**src/stereo_lfo_modulated_delay_defines.svh**
```systemverilog
// assertion macros for the stereo modulated delay
// no dependencies
`ifndef STEREO_LFO_MODULATED_DELAY_DEFINES_SVH
`define STEREO_LFO_MODULATED_DELAY_DEFINES_SVH
// implication checked every clock outside reset
`define SLMD_ASSERT_IMP(label, clk, rst, ante, cons) \
   label: assert property (@(posedge clk) disable iff (rst) (ante) |-> (cons)) \
      else $error("assertion failed");
// next cycle implication checked outside reset
`define SLMD_ASSERT_NXT(label, clk, rst, ante, cons) \
   label: assert property (@(posedge clk) disable iff (rst) (ante) |=> (cons)) \
      else $error("assertion failed");
`endif

```
**src/slmd_pkg.sv**
```systemverilog
// shared types, constants and sine table function for the stereo modulated delay
// no dependencies
package slmd_pkg;
   localparam int CfgIdxWidth = 3;
   localparam logic [CfgIdxWidth-1:0] REG_AMOUNT_TARGET = 3'd0;
   localparam logic [CfgIdxWidth-1:0] REG_SMOOTHING_COEF = 3'd1;
   localparam logic [CfgIdxWidth-1:0] REG_RATE_LEFT = 3'd2;
   localparam logic [CfgIdxWidth-1:0] REG_RATE_RIGHT = 3'd3;
   localparam logic [CfgIdxWidth-1:0] REG_CENTER_DELAY = 3'd4;
   localparam logic [CfgIdxWidth-1:0] REG_SWING_DEPTH = 3'd5;
   localparam int CfgDataWidth = 24;
   localparam int SineDepthMax = 4096;
   localparam logic [31:0] HalfPiQ30 = 32'd1686629713;
   localparam logic [24:0] FullQ24 = 25'd16777216;
   localparam logic [24:0] EpsQ24 = 25'd167;

   typedef enum logic [2:0] {
      ST_IDLE,
      ST_SMOOTH,
      ST_DELAY,
      ST_ADDR,
      ST_READ,
      ST_MIX,
      ST_OUT
   } state_type;

   typedef struct packed {
      logic bypass_chk;
      logic write_line;
      logic smooth;
      logic delay;
      logic addr;
      logic mix;
      logic commit;
   } cmd_type;

   typedef struct packed {
      logic bypass;
   } status_type;

   // quarter-wave sine, Q1.15, entry i of a table of depth n (n a power of two)
   // series terms divided by (2k)(2k+1) through reciprocals scaled by 2^41 and rounded up
   function automatic logic [15:0] sine_entry(input int i, input int n);
      longint unsigned x, x2, term;
      longint sum, q;
      logic [63:0]  recip;
      logic [127:0] wide;
      x = (longint'(HalfPiQ30) * longint'(i)) >> $clog2(n);
      x2 = (x * x) >> 30;
      term = x;
      sum = longint'(x);
      q = 0;
      for (int k = 1; k <= 7; k++) begin
         term = (term * x2) >> 30;
         case (k)
            1:       recip = 64'd366503875926;
            2:       recip = 64'd109951162778;
            3:       recip = 64'd52357696561;
            4:       recip = 64'd30541989661;
            5:       recip = 64'd19991120506;
            6:       recip = 64'd14096302921;
            default: recip = 64'd10471539313;
         endcase
         wide = 128'(term) * 128'(recip);
         term = wide[104:41];
         if (k % 2 == 1) sum = sum - longint'(term);
         else sum = sum + longint'(term);
      end
      if (sum > 0) q = (sum + 16384) >>> 15;
      if (q > 32767) q = 32767;
      return q[15:0];
   endfunction
endpackage

```
**src/slmd_ctrl.sv**
```systemverilog
// sequencer for one stereo word: bypass check, write, smooth, delay, read, mix
// depends on slmd_pkg
module slmd_ctrl import slmd_pkg::*; (
   input  logic       clock,
   input  logic       reset,
   input  logic       req_valid,
   output logic       req_ready,
   output logic       rsp_valid,
   input  logic       rsp_ready,
   input  status_type status,
   output cmd_type    cmd,
   output logic       clearing
);
   // no clearing pass: unwritten line entries are masked by the datapath fill count
   state_type state_ff, state_in;
   logic      rsp_valid_ff, rsp_valid_in;

   assign clearing = 1'b0;

   always_comb begin
      state_in = state_ff;
      case (state_ff)
         ST_IDLE:   if (req_valid && !rsp_valid_ff) state_in = ST_SMOOTH;
         ST_SMOOTH: state_in = status.bypass ? ST_OUT : ST_DELAY;
         ST_DELAY:  state_in = ST_ADDR;
         ST_ADDR:   state_in = ST_READ;
         ST_READ:   state_in = ST_MIX;
         ST_MIX:    state_in = ST_OUT;
         ST_OUT:    state_in = ST_IDLE;
         default:   state_in = ST_IDLE;
      endcase
   end

   always_comb begin
      cmd = '0;
      req_ready = (state_ff == ST_IDLE) && !rsp_valid_ff;
      case (state_ff)
         ST_IDLE:   cmd.bypass_chk = req_valid && !rsp_valid_ff;
         ST_SMOOTH: begin
            cmd.smooth = !status.bypass;
            cmd.write_line = !status.bypass;
         end
         ST_DELAY:  cmd.delay = 1'b1;
         ST_ADDR:   cmd.addr = 1'b1;
         ST_MIX:    cmd.mix = 1'b1;
         ST_OUT:    cmd.commit = 1'b1;
         default:   ;
      endcase
      rsp_valid_in = rsp_valid_ff;
      if (rsp_valid_ff && rsp_ready) rsp_valid_in = 1'b0;
      if (state_ff == ST_OUT) rsp_valid_in = 1'b1;
   end
   assign rsp_valid = rsp_valid_ff;

   always_ff @(posedge clock) begin
      if (reset) begin
         state_ff <= ST_IDLE;
         rsp_valid_ff <= 1'b0;
      end else begin
         state_ff <= state_in;
         rsp_valid_ff <= rsp_valid_in;
      end
   end
endmodule

```
**config.mk**
```make
export PLATFORM = sky130hd
export DESIGN_NAME = slmd_ctrl
export DESIGN_NICKNAME = d
export VERILOG_FILES = /design/src/stereo_lfo_modulated_delay_defines.svh /design/src/slmd_pkg.sv /design/src/slmd_ctrl.sv
export SDC_FILE = /design/constraint.sdc
export NUM_CORES = 1
export LEC_CHECK = 0
export BUFFER_PORTS_ARGS = -buffer_cell sky130_fd_sc_hd__buf_4
export CORE_AREA = 2 2 39 41
export CTS_BUF_LIST = sky130_fd_sc_hd__clkbuf_16
export DETAILED_ROUTE_END_ITERATION = 6
export DIE_AREA = 0 0 41 43
export SETUP_SLACK_MARGIN = 0.3
export SLEW_MARGIN = 10
export SYNTH_ARGS = -nofsm -noshare
export SYNTH_HDL_FRONTEND = slang
export SYNTH_SLANG_ARGS = --single-unit
```
**constraint.sdc**
```tcl
create_clock -name clock -period 1.91 [get_ports clock]
set_input_delay 0.191 -clock clock [delete_from_list [all_inputs] [get_ports clock]]
set_output_delay 0.191 -clock clock [all_outputs]
set_load 0.03 [all_outputs]
```
==> results of run 1 <==
cells in the final DEF (no fill, tap or decap):
master / synthesis / layout
nor2_1: 2 / 2
nor3b_2: 1 / 1
dfxtp_1: 4 / 4
a211oi_1: 1 / 1
nand2b_1: 2 / 2
o21ai_1: 1 / 1
conb_1: 1 / 1
and2_1: 1 / 1
inv_1: 2 / 2
nand2_1: 1 / 1
and2b_1: 1 / 1
o21ba_1: 1 / 1
nor4b_4: 0 / 1
clkbuf_16: 0 / 3
and3_1: 1 / 1
nor4_4: 1 / 1
buf_4: 4 / 13
nand3b_1: 1 / 1
a21oi_1: 2 / 2
a21o_1: 1 / 1
layout make-up:
class	count	area [um^2]	area share
Tap cell	16	20.0	0.0462
Sequential cell	4	80.1	0.185
Multi-Input combinational cell	19	153	0.353
Timing Repair Buffer	13	97.6	0.225
Inverter	2	7.51	0.0173
Clock buffer	3	75.1	0.173
final timing paths:
| path | depth (start not counted) | slack [ps] | to | startpoint |
|---|---|---|---|---|
| max | 3 | 450 | cmd[6] | state_ff[1]$_SDFFE_PP0P_ |
| min | 2 | 140 | rsp_valid$_SDFFE_PP0P_ | reset |
| max reg2reg | 2 | 860 | state_ff[1]$_SDFFE_PP0P_ | state_ff[1]$_SDFFE_PP0P_ |
| min reg2reg | 2 | 530 | rsp_valid$_SDFFE_PP0P_ | rsp_valid$_SDFFE_PP0P_ |
metrics by stage:
step / total power [mW] / instances
6_report: 0.530 / 57
5_1_grt: 0.554 / 57
4_1_cts: 0.539 / 57
3_5_place_dp: 0.212 / 54
3_3_place_gp: 0.211 / 54
2_1_floorplan: 0.187 / 30
metal layers:
layer  global-route usage  wire [um]  share of wire  vias to the layer above
met4               0.0600          0              0                        0
met5                    0          0              0                        -
met1                0.103        254           0.48                       99
li1                     -          -              -                      118
met3               0.0314         56           0.11                        0
met2               0.0844        221           0.41                       12
sequential cells by signal, indices dropped and copies added, names as in the netlist:
name       flops
rsp_valid      1
state_ff       3
critical path, delay by kind of cell (launching register included):
kind / cells / cell delay [ps]
AND/OR/NAND/NOR: 2 / 480
buffers and inverters: 1 / 150
flip-flops: 1 / 420
where the power goes:
| group | internal (mW) | leakage [nW] | switching [mW] | total [mW] |
|---|---|---|---|---|
| Combinational | 0.0465 | 0.145 | 0.0512 | 0.0977 |
| Clock | 0.267 | 0.0370 | 0.0531 | 0.320 |
| Sequential | 0.0913 | 0.0328 | 0.0208 | 0.112 |
| Total | 0.405 | 0.214 | 0.125 | 0.530 |
cells by family after synthesis:
family / share of synthesized area
simple gates: 0.367
flops: 0.294
other cells: 0.0137
compound gates: 0.147
buf+inv: 0.179
==> reports/qor.yml, run 1 <==
drc: 0
seq_area_frac_synth: 0.294
final_area_um2: 433
placed_area_um2: 358
syn_avg_cell_area_um2: 9.09
critPathLaunchType: "flop"
die_h_um: 43
worstSetupPathType: "reg -> out"
crit_slowest_cell: "dfxtp_1"
cpPeakStageDelay_ps: 420
utilization: 0.313
crit_chain: "nor4_4 > and2_1 > buf_4"
clock_sinks: 4
finalSetupTns_ps: 0
finalNetCount: 48
post_cts_resized: 0
place_congestion: 0.675
rsz0062_at_grt: "false"
cts_setup_buffers: 0
drt_iter0_drc: 1
drt_first_pass_iters: 2
portBuffers: 13
grt_pass1_vias: 210
ys_warn_count: 0
htreeDepth: 1
num_vias: 229
antenna_left: 0
ys_types: 20
hold_slack_ps: 140
max_freq_ghz: 0.683
synth_flop_cell: "dfxtp_1"
p_leak_nw: 0.214
synthCells: 30
maxCapViolCount: 0
syn_area_um2: 273
place_ws_ps: 669
viasPerCell: 4.02
floorplan.initialDensity: 0.197
postCtsHoldBufs: 0
core.rowCount: 14
wl_per_cell_um: 9.35
chipWidth_um: 41
required_ps: 1720
clk_latency_ps: 220
drt_wl_total_um: 533
core-area_um2: 1380
path_clk_slew_ps: 30
skew_ps: 0.482
root_buffer: "clkbuf_16"
grt_max_degree: 11
ys_top_cells_by_count: "buf_4, dfxtp_1"
die-area_um2: 1760
grt_use_total: 0.0743
antenna_found_initial: 0
status: "complete, no violations"
drive_gt1_frac: 0.463
setup_ws_ps: 447
synth_top_area_share: 0.294
overflow: 0
ys_ff_latch: 4
hold_class: "in -> reg"
crit_fanout: 10
postSynthNetCount: 35
grt_pass1_wl_um: 848
hold_viol_final: 0
p_per_area_nw_per_um2: 1220
clockBufferDepth: 2
synth_top_area_cell: "dfxtp_1"
diodes: 0
synthArstFlopShare: 0
cts_buffers: 3
syn_to_final_growth_pct: 58.7
fin_crit_ps: 1460
maxSlewViolCount: 0
fin_crit_sh: 0.766
netlist_top_cells_area: "dfxtp_1, buf_4, nor4_4"
nFillCells: 156
synth_edf_count: 0
tritoncts: "done"
io_pins: 15
dp_hpwl_um: 426
worst_ep_arrival_time_ps: 1270
irDropWorstVdd_v: 0.000797
setup_violations: 0
crit_path_end_kind: "output port"
(Power assumes the default switching activity.)
==> run 2: changes to the inputs <==
- clock period: 1.91 -> 1.2 ns (I/O delays scaled with it)
==> run 2 against run 1 <==
Against the previous run:
- clock skew increased by 1.7 ps
- non-clock buffer count grew 7
- largest cell class is now non-clock buffers
- total power increased by 72%
- register-to-register slack lost 630 ps
- critical path type unchanged
- design area grew 26%
- critical path depth unchanged
- the flow now finishes with violations (negative setup slack)
==> reports/qor.yml, run 2 (synthesis gave the netlist of run 1 again) <==
status: "finished, violations left"
violations: "negative setup slack"
path_clk_slew_ps: 30
p_per_area_nw_per_um2: 1670
portBuffers: 13
io_pins: 15
required_ps: 1080
antenna_left: 0
postCtsHoldBufs: 0
setup_ws_ps: -98.7
place_congestion: 0.720
rsz0062_at_grt: "true"
tritoncts: "done"
hold_viol_final: 0
drive_gt1_frac: 0.729
irDropWorstVdd_v: 0.00130
num_vias: 269
fin_crit_ps: 1300
chipWidth_um: 41
die_h_um: 43
final_cell_count_no_fill: 64
root_buffer: "clkbuf_16"
path_delay_family: "simple AND/OR/NAND/NOR gates"
critPathLaunchType: "flop"
worst_ep_arrival_time_ps: 1180
drt_wl_total_um: 670
drt_iter0_drc: 1
core.rowCount: 14
hold_class: "in -> reg"
crit_chain: "nor4_4 > and2_4 > buf_6"
drt_first_pass_iters: 2
clock_sinks: 4
overflow: 0
maxSlewViolCount: 0
top_register: "state_ff"
worstSetupPathType: "reg -> out"
crit_slowest_cell: "dfxtp_4"
die-area_um2: 1760
p_leak_nw: 0.259
min_path_cells: 2
crit_cells: 3
mostFrequentLayoutCells: "buf_4, buf_6, clkbuf_16, dfxtp_4"
floorplan.initialDensity: 0.197
p_total_uw: 911
dp_hpwl_um: 430
viasPerCell: 4.20
grt_pass1_wl_um: 1010
utilization: 0.395
worst-path-buf-inv: 1
finalNetCount: 55
drc: 0
mostFrequentLayoutCell: "buf_4"
clk_latency_ps: 220
grt_max_degree: 10
grt_use_total: 0.0843
grt_pass1_vias: 249
nFillCells: 136
fin_crit_sh: 1.08
crit_path_end_kind: "output port"
place_ws_ps: 89.9
clockBufferDepth: 2
diodes: 0
syn_to_final_growth_pct: 100
wl_per_cell_um: 10.5
worst-r2r-cell-count: 4
max_freq_ghz: 0.770
cts_buffers: 3
cpPeakStageDelay_ps: 370
dp.cells: 57
core-area_um2: 1380
skew_ps: 2.18
maxCapViolCount: 0
antenna_found_initial: 0
setup_violations: 7
htreeDepth: 1
largest_reg_flops: 3
crit_fanout: 8
run 2: final timing paths:
path / startpoint / end / slack (ps)
worst max-delay path: state_ff[0]$_SDFFE_PP0P_ / cmd[6] / -100
worst min-delay path: reset / rsp_valid$_SDFFE_PP0P_ / 70
worst max register to register: state_ff[0]$_SDFFE_PP0P_ / rsp_valid$_SDFFE_PP0P_ / 230
worst min register to register: state_ff[0]$_SDFFE_PP0P_ / state_ff[0]$_SDFFE_PP0P_ / 500
run 2: power by group:
group / total (mW) / switching (mW) / leakage, nW / internal, mW
sequential: 0.171 / 0.0235 / 0.0353 / 0.147
combinational: 0.230 / 0.109 / 0.187 / 0.120
clock: 0.510 / 0.0854 / 0.0370 / 0.425
total: 0.911 / 0.218 / 0.259 / 0.692
run 2: repair_timing:
action | 4_1_cts | 5_1_grt
buffers inserted | 2 | 2
pin swaps | 6 | 4
setup endpoints to repair | 12 | 11
gates cloned | 0 | 0
resized for setup | 12 | 5
run 2: per-stage QoR:
stage	hold WS, ps	setup TNS [ps]	cell area (um^2)
finish	66.2	-311	547
global route	69.5	-642	547
CTS	64.9	-272	512
detailed placement	301	0	388
global placement	299	0	388
floorplan	189	-235	293
run 2: cell type report:
class | instances | area (um^2) | share of cell area
Clock buffer | 3 | 75.1 | 0.137
Inverter | 2 | 7.51 | 0.0137
Multi-Input combinational cell | 19 | 171 | 0.314
Sequential cell | 4 | 92.6 | 0.169
Tap cell | 16 | 20.0 | 0.0366
Timing Repair Buffer | 20 | 180 | 0.330
run 2: layer usage:
metal | GRT usage | part of all wire | routed length, um
met1 | 0.0997 | 0.39 | 263
met4 | 0 | 0 | 0
met5 | 0 | 0 | 0
met3 | 0.0733 | 0.10 | 68
met2 | 0.122 | 0.50 | 338
==> run 3: changes to the inputs <==
- TNS_END_PERCENT: not set -> 50
- clock period: 1.2 -> 1.05 ns (I/O delays scaled with it)
==> run 3 against run 2 <==
Against the previous run:
- the flow still finishes with violations (negative setup slack)
- total power is 23% higher
- sequential power is 9% higher
- core utilization is 6.3 points higher
- global-route usage is 2.7 points higher
- wire length is 16% higher
- setup slack worse by 130 ps
- hold slack worse by 22 ps
- critical path type unchanged
- largest power group unchanged
==> reports/qor.yml, run 3 (synthesis gave the netlist of run 1 again) <==
status: "finished, violations left"
violations: "negative setup slack"
nFillCells: 146
grt_max_degree: 6
grt_use_total: 0.111
wl_per_cell_um: 11.0
drive_gt1_frac: 0.782
worst_hold_path.endpoint: "rsp_valid$_SDFFE_PP0P_"
irDropWorstVdd_v: 0.000969
fin_crit_ps: 1280
die_h_um: 43
core.rowCount: 14
r2r-start: "state_ff[0]$_SDFFE_PP0P_"
tritoncts: "done"
antenna_left: 0
overflow: 0
path_clk_slew_ps: 30
p_per_area_nw_per_um2: 1770
p_leak_nw: 0.310
hold_slack_ps: 44.5
mostFrequentLayoutCells: "buf_4, buf_6, dfxtp_4, clkbuf_16, nand2b_1"
setup_ws_ps: -225
utilization: 0.458
r2r-end: "state_ff[1]$_SDFFE_PP0P_"
antenna_found_initial: 0
place_congestion: 0.714
finalNetCount: 62
placed_area_um2: 429
maxSlewViolCount: 0
crit_chain: "buf_6 > nor4b_4 > buf_4"
finalSetupTns_ps: -1480
setup_violations: 8
max_freq_ghz: 0.784
crit_fanout: 3
cpPeakStageDelay_ps: 340
crit_path_end_kind: "output port"
drt_iter0_drc: 0
chipWidth_um: 41
crit_slowest_cell: "dfxtp_4"
cts_buffers: 3
largest_reg_flops: 3
floorplan.initialDensity: 0.197
io_pins: 15
mostFrequentLayoutCell: "buf_4"
clk_latency_ps: 220
drt_first_pass_iters: 1
num_vias: 295
critPathLaunchType: "flop"
hold_class: "in -> reg"
htreeDepth: 1
clock_sinks: 4
grt_pass1_wl_um: 1230
portBuffers: 13
diodes: 0
drt_wl_total_um: 780
reg2reg_slack_ps: 30
drc: 0
worstSetupPathType: "reg -> out"
p_total_mw: 1.12
hold_viol_final: 0
grt_pass1_vias: 291
final_area_um2: 634
rsz0062_at_grt: "true"
maxCapViolCount: 0
viasPerCell: 4.15
worst-path-buf-inv: 2
die-area_um2: 1760
hold_start: "reset"
min_path_cells: 2
clockBufferDepth: 2
worst_ep_arrival_time_ps: 1170
fin_crit_sh: 1.21
syn_to_final_growth_pct: 133
path_delay_family: "flip-flops"
skew_ps: 0.146
dp_hpwl_um: 512
top_register: "state_ff"
core-area_um2: 1380
worst-r2r-cell-count: 4
root_buffer: "clkbuf_16"
required_ps: 940
## run 3: worst max path at each step
stage | from | end | slack (ps) | cells past startpoint
floorplan | state_ff[2]$_SDFFE_PP0P_ | cmd[6] | -280 | 3
global placement | state_ff[2]$_SDFFE_PP0P_ | cmd[4] | -5 | 3
detailed placement | state_ff[2]$_SDFFE_PP0P_ | cmd[4] | -40 | 3
CTS | state_ff[2]$_SDFFE_PP0P_ | cmd[4] | -240 | 3
global route | state_ff[2]$_SDFFE_PP0P_ | cmd[5] | -290 | 3
finish | state_ff[2]$_SDFFE_PP0P_ | cmd[5] | -230 | 3
## run 3: power by group
group          switching, mW  leakage, nW  internal [mW]
logic                  0.151        0.238          0.190
clock network          0.107       0.0370          0.486
registers             0.0209       0.0356          0.166
total                  0.278        0.310          0.842
## run 3: stage by stage
stage | cells | worst slack, ps
2_1_floorplan | 30 | -282
3_3_place_gp | 62 | -4.73
3_5_place_dp | 62 | -39.7
5_1_grt | 71 | -293
4_1_cts | 70 | -243
6_report | 71 | -225
## run 3: cell type report
type	instances	area, um^2	area share
clock buffer	3	75.1	0.118
sequential	4	95.1	0.150
tap	16	20.0	0.0316
multi-input combinational	19	185	0.292
timing repair buffer	27	251	0.396
inverter	2	7.51	0.0118
## run 3: metal layers
metal | vias to the layer above | track usage | routed length (um) | share of wire
met5 | - | 0 | 0 | 0
met4 | 0 | 0.0800 | 21 | 0.027
met2 | 12 | 0.163 | 420 | 0.54
met3 | 2 | 0.0471 | 76 | 0.097
met1 | 132 | 0.122 | 260 | 0.33
li1 | 149 | - | - | -
## run 3: what timing repair did
item / CTS / global route
buffers inserted: 5 / 1
gates resized for setup: 22 / 4
setup endpoints to repair: 13 / 13
hold buffers: 0 / 0
pin swaps: 7 / 0
